===== src/rtl/sample_accumulate_gamma_resolve_defines.svh =====
// Assertion macros for the accumulation buffer block.
`ifndef SAMPLE_ACCUMULATE_GAMMA_RESOLVE_DEFINES_SVH
`define SAMPLE_ACCUMULATE_GAMMA_RESOLVE_DEFINES_SVH
`ifndef NO_ASSERTIONS
`define SAGR_ASSERT_IMP(label, clk, rst, ante, cons, msg) \
   label: assert property (@(posedge clk) disable iff (rst) (ante) |-> (cons)) \
      else $error(msg);
`define SAGR_ASSERT_NEXT(label, clk, rst, ante, cons, msg) \
   label: assert property (@(posedge clk) disable iff (rst) (ante) |=> (cons)) \
      else $error(msg);
`else
`define SAGR_ASSERT_IMP(label, clk, rst, ante, cons, msg)
`define SAGR_ASSERT_NEXT(label, clk, rst, ante, cons, msg)
`endif
`endif


===== src/rtl/sagr_pkg.sv =====
`timescale 1ns / 1ps
// ----------------------------------------------------------------------------
// sagr_pkg
// Shared widths, constants and types for the accumulation buffer block.
// ----------------------------------------------------------------------------
package sagr_pkg;
   localparam int PixBits    = 16;
   localparam int MaxPixels  = 65536;
   localparam int SumBits    = 27;
   localparam int SampleBits = 16;
   localparam int SppBits    = 11;
   localparam int MaxSamples = 1024;
   localparam int NumCh      = 4;
   localparam int MemBits    = SumBits * NumCh;
   localparam int QuotBits   = 29; // 4*sum < 2^28, plus headroom

   localparam logic KIND_ACCUM   = 1'b0;
   localparam logic KIND_RESOLVE = 1'b1;

   typedef logic signed [SumBits-1:0] sum_type;

   // handshake to the resolve unit
   typedef struct packed {
      logic                start;
      logic [SppBits-1:0]  spp;
   } rsv_ctl_type;

   function automatic sum_type sat_add(input sum_type acc,
                                       input logic signed [SampleBits-1:0] s);
      logic signed [SumBits:0] r;
      r = {acc[SumBits-1], acc} + {{(SumBits+1-SampleBits){s[SampleBits-1]}}, s};
      if (r[SumBits] != r[SumBits-1])
         sat_add = r[SumBits] ? {1'b1, {(SumBits-1){1'b0}}} : {1'b0, {(SumBits-1){1'b1}}};
      else
         sat_add = r[SumBits-1:0];
   endfunction
endpackage


===== src/rtl/sagr_resolve.sv =====
`timescale 1ns / 1ps
// ----------------------------------------------------------------------------
// sagr_resolve
// Shared bit-serial divider and 8-step square root for the four channels.
// ----------------------------------------------------------------------------
module sagr_resolve (
   input  logic                               clock,
   input  logic                               reset,
   input  sagr_pkg::rsv_ctl_type              ctl,
   input  logic [sagr_pkg::MemBits-1:0]       sums,
   output logic                               done,
   output logic [4*8-1:0]                     bytes_out
);
   typedef enum logic [1:0] {S_IDLE, S_DIV, S_SQRT, S_NEXT} st_type;

   localparam int QB = sagr_pkg::QuotBits;
   localparam int SB = sagr_pkg::SppBits;

   st_type                       st_ff;
   logic [1:0]                   ch_ff;
   logic [4:0]                   cnt_ff;
   logic [sagr_pkg::MemBits-1:0] sums_ff;
   logic [SB-1:0]                div_ff;
   logic [QB-1:0]                quo_ff;
   logic [SB:0]                  rem_ff;
   logic [7:0]                   root_ff;
   logic [4*8-1:0]               bytes_ff;
   logic                         done_ff;

   sagr_pkg::sum_type            cur_sum;
   logic [SB:0]                  rem_sh;
   logic [8:0]                   trial;
   logic [17:0]                  trial_sq;
   logic [7:0]                   root_fin;
   logic [7:0]                   byte_val;

   always_comb begin
      cur_sum  = sums_ff[ch_ff*sagr_pkg::SumBits +: sagr_pkg::SumBits];
      rem_sh   = {rem_ff[SB-1:0], quo_ff[QB-1]};
      trial    = {1'b0, root_ff} | (9'd1 << cnt_ff[2:0]);
      trial_sq = trial * trial;
      // root including the bit decided this cycle
      root_fin = ({11'd0, trial_sq} <= quo_ff) ? trial[7:0] : root_ff;
      if (cur_sum[sagr_pkg::SumBits-1] || cur_sum == '0)
         byte_val = 8'd0;
      else if (quo_ff >= QB'(65536))
         byte_val = 8'd255;
      else
         byte_val = root_fin;
   end

   always_ff @(posedge clock) begin
      if (reset) begin
         st_ff   <= S_IDLE;
         done_ff <= 1'b0;
      end else begin
         done_ff <= (st_ff == S_SQRT) && (cnt_ff == '0) && (ch_ff == 2'd3);
         case (st_ff)
            S_IDLE: begin
               if (ctl.start) begin
                  sums_ff <= sums;
                  div_ff  <= (ctl.spp == '0) ? SB'(1) :
                             (ctl.spp > SB'(sagr_pkg::MaxSamples)) ?
                             SB'(sagr_pkg::MaxSamples) : ctl.spp;
                  ch_ff   <= 2'd0;
                  st_ff   <= S_NEXT;
               end
            end
            S_NEXT: begin
               // load dividend 4*sum (negative sums yield 0 later anyway)
               quo_ff <= QB'({cur_sum[sagr_pkg::SumBits-2:0], 2'b00}) &
                         {QB{~cur_sum[sagr_pkg::SumBits-1]}};
               rem_ff <= '0;
               cnt_ff <= 5'(QB - 1);
               st_ff  <= S_DIV;
            end
            S_DIV: begin
               if (rem_sh >= {1'b0, div_ff}) begin
                  rem_ff <= rem_sh - {1'b0, div_ff};
                  quo_ff <= {quo_ff[QB-2:0], 1'b1};
               end else begin
                  rem_ff <= rem_sh;
                  quo_ff <= {quo_ff[QB-2:0], 1'b0};
               end
               if (cnt_ff == '0) begin
                  cnt_ff  <= 5'd7;
                  root_ff <= '0;
                  st_ff   <= S_SQRT;
               end else begin
                  cnt_ff <= cnt_ff - 5'd1;
               end
            end
            S_SQRT: begin
               if ({11'd0, trial_sq} <= quo_ff)
                  root_ff <= trial[7:0];
               if (cnt_ff == '0) begin
                  // last root bit is in: store the byte, move to next channel or go idle after the last
                  bytes_ff[ch_ff*8 +: 8] <= byte_val;
                  if (ch_ff == 2'd3) begin
                     st_ff <= S_IDLE;
                  end else begin
                     ch_ff <= ch_ff + 2'd1;
                     st_ff <= S_NEXT;
                  end
               end else begin
                  cnt_ff <= cnt_ff - 5'd1;
               end
            end
            default: st_ff <= S_IDLE;
         endcase
      end
   end

   assign done      = done_ff;
   assign bytes_out = bytes_ff;
endmodule


===== config.mk =====
export PLATFORM = sky130hd
export DESIGN_NAME = sagr_resolve
export DESIGN_NICKNAME = d
export VERILOG_FILES = /design/src/rtl/sample_accumulate_gamma_resolve_defines.svh /design/src/rtl/sagr_pkg.sv /design/src/rtl/sagr_resolve.sv
export SDC_FILE = /design/constraint.sdc
export NUM_CORES = 1
export LEC_CHECK = 0
export ABC_AREA = 1
export BUFFER_PORTS_ARGS = -buffer_cell sky130_fd_sc_hd__buf_2
export CAP_MARGIN = 20
export CORE_MARGIN = 4
export CORE_UTILIZATION = 30
export DETAILED_ROUTE_END_ITERATION = 16
export PLACE_DENSITY = 0.47
export SLEW_MARGIN = 15
export SYNTH_ARGS = -nofsm -noshare
export SYNTH_HDL_FRONTEND = slang
export SYNTH_SLANG_ARGS = --single-unit

===== constraint.sdc =====
create_clock -name clock -period 29.1 [get_ports clock]
set_input_delay 2.91 -clock clock [delete_from_list [all_inputs] [get_ports clock]]
set_output_delay 2.91 -clock clock [all_outputs]
set_load 0.1 [all_outputs]

==> results by group <==
Outcome
  • Outcome: complete, no violations

Timing
  • Slew @ Worst Pin: 0.9583 ns
  • Min cycle time layout: 6.835 ns
  • Peak Freq: 0.1463 GHz
  • Worst slew margin: 0.3612
  • TNS Setup: 0 ns
  • Final period util: 0.2349
  • Final Skew: 0.02544 ns
  • Final hold vios: 0
  • Final Max Tran Viols: 0
  • RSZ-0062 raised after global routing: false
  • Final Worst Setup Slack: 22.27 ns
  • Setup violators final: 0

Layout
  • Synthesis-to-layout area growth: 17.48%
  • Final Util: 0.3570
  • # fillers: 3913
  • Layout cells sized above 1: 0.1541
  • N_diodes: 0
  • Fin nets: 1531

Floorplanning
  • Core box area: 37670 µm²
  • Total die area: 41340 µm²
  • Die boundary width: 203.3 µm
  • Rows: 71
  • Die height: 203.3 µm
  • Initial Utilization: 0.3038
  • IO Pins: 155

CTS
  • Setup Fix Bufs, Post-CTS: 0
  • CTS tree: built
  • CTS resizes: 0
  • Clk slew on worst S/H paths: 0.06 ns
  • CTS root buffer: clkbuf_16
  • Clock Latency Late Sink: 0.53 ns
  • Clock Tree Buf Depth: 3
  • Clock sink count: 209
  • Cts bufs inserted: 25
  • H-tree Lvls: 1
  • Hold_buf cts: 0

Placement
  • DP HPWL: 20.17 mm
  • Placer Congestion: 0.8057
  • Port bufs: 154
  • Pre-CTS setup slack: 22.31 ns

Power and ir drop
  • VDD IR-drop max: 0.09277 mV
  • Leakage: 5.968 nW
  • Pwr dens: 132.4 nW/µm²

Worst setup path
  • Worst R2R Setup Slack: 22.27 ns
  • Slowest CP cell: fa_1
  • WP data arrival: 7.21 ns
  • Most common cell on crit path: nand2_1
  • Critical Path End Type: register
  • Crit path kind: register to register
  • Critical Path Max Stage Delay: 0.55 ns
  • Top cell family by delay on the critical path: adder cells
  • Critical Path RT: 29.47 ns
  • Buf/Inv on CP: 5
  • CP Max Fanout: 9
  • Worst Setup Start Kind: register

Global routing
  • First-pass GRT wire length: 44.44 mm
  • Vias in the first global route: 8280
  • Largest net degree at the start of global routing: 77
  • Initial antenna violation count: 1
  • GR Overflow Total: 0
  • GRT Total Usage: 0.1317

Detailed routing
  • First-pass DRT Iterations: 4
  • WL/cell: 15.01 µm
  • Antenna viol nets, final: 0
  • Vias per cell: 4.409
  • # DRC: 0
  • DRT Wirelength: 27.54 mm
  • Vias: 8090
  • Iter 0 DRT Violations: 426

Synthesis
  • Synth Area in XOR/XNOR: 0.01990
  • Post-synth EDFFs: 206
  • Mapped Avg Cell Area: 9.917 µm²
  • Synth Area in Compound Gates: 0.04909
  • Cells after synthesis: 1154
  • Mux cell area share after synthesis: 0
  • Top FF cell, synth: edfxtp_1
  • Synth Warn #: 0
  • Synth Cell Area: 11440 µm²
  • Synth async-reset ratio: 0
  • Synth Area in Simple Gates: 0.1806
  • Synth unique cells: 32
  • Sequential area share after synthesis: 0.5458
  • Mapped Nets: 1377
  • Seq cells post-synth: 209
  • Main combinational cell family by area after synthesis: simple AND/OR/NAND/NOR gates
  • Adder-Cell Fraction of Synth Area: 0.1281

Flow run
  • Max-cap violations: 0

Hold path
  • Tightest Hold Check Type: register to register
## synthesized netlist by cell type, types with 2 or more instances
master	n	area, µm²
a211oi_1	2	15.01
a21o_1	2	15.01
a21oi_1	37	185.2
and2_1	2	12.51
buf_2	10	50.05
buf_4	2	15.01
buf_6	5	56.30
clkbuf_1	16	60.06
clkinv_1	4	15.01
dfxtp_1	3	60.06
edfxtp_1	206	6186
fa_1	27	540.5
ha_1	74	925.9
inv_1	178	668.1
inv_2	2	7.510
nand2_1	278	1044
nand3_1	78	390.4
nand4_1	11	68.82
nor2_1	110	412.9
nor3_1	8	40.04
nor3_2	6	60.06
nor4_1	4	25.02
o2111ai_1	2	17.52
o211ai_1	4	30.03
o21ai_0	35	175.2
o22ai_1	18	112.6
xnor2_1	6	52.55
xor2_1	20	175.2
## routing by layer
layer / vias up / track usage / wire length [µm]
li1: 4105 / - / -
met1: 3798 / 0.1829 / 12730
met2: 150 / 0.2198 / 13180
met3: 35 / 0.02163 / 1137
met4: 2 / 0.02650 / 469
met5: - / 0 / 14
## final timing paths
path	cells past startpoint	from	endpoint
worst min register to register	2	st_ff[1]	st_ff[1]
worst max register to register	27	cnt_ff[0]	bytes_out[5]
worst min-delay path	2	st_ff[1]	st_ff[1]
worst max-delay path	27	cnt_ff[0]	bytes_out[5]
## sequential cells by signal (all words and copies together) (netlist names)
name	cells
done	1
rem_ff	11
div_ff	11
root_ff	8
ch_ff	2
cnt_ff	5
quo_ff	29
st_ff	2
sums_ff	108
bytes_out	32
## through the flow
step / total power, W / hold slack [ns] / area [µm²] / cells
global placement: 0.001497 / 0.5310 / 12740 / 1792
detailed placement: 0.001521 / 0.5374 / 12740 / 1792
finish: 0.001781 / 0.5407 / 13450 / 1835
global route: 0.002010 / 0.5890 / 13450 / 1835
floorplan: 0.001263 / 0.4857 / 11440 / 1154
CTS: 0.001813 / 0.5461 / 13450 / 1835
## logic make-up after synthesis
group                    Yosys count
XOR/XNOR                          26
adder cells (fa/ha/maj)          101
AND/OR/NAND/NOR                  499
flip-flops                       209
AO/OA/AOI/OAI                    101
buffers and inverters            218
## worst min-delay path, cell delays in order, from the launching register on
cell and delay [ns]:
dfxtp_1 0.35, o21ai_0 0.08, a21oi_1 0.06
## layout by cell type (no fill, tap or decap), types with 18 or more instances in the layout
cell       instances
fa_1              27
o22ai_1           18
clkbuf_16         25
edfxtp_1         206
nand2_1          278
buf_2            154
xor2_1            20
inv_1            178
o21ai_0           35
nor2_1           110
a21oi_1           36
ha_1              74
nand3_1           78
## layout make-up
class | instances | area [µm²] | area share
flip-flops and latches | 209 | 6246 | 0.4645
well taps | 511 | 639.4 | 0.04755
multi-input cells | 727 | 4339 | 0.3227
clock inverters | 10 | 51.30 | 0.003815
clock buffers | 33 | 655.6 | 0.04876
repair buffers | 161 | 823.3 | 0.06123
inverters | 184 | 690.7 | 0.05137
## power breakdown
| part | switching (W) | internal [W] | leakage (nW) |
|---|---|---|---|
| registers | 0.0000147 | 0.000396 | 1.94 |
| clock network | 0.000119 | 0.000157 | 0.344 |
| logic | 0.000683 | 0.000411 | 3.69 |
| total | 0.000817 | 0.000964 | 5.97 |
Power figures use the tool's default switching activity.
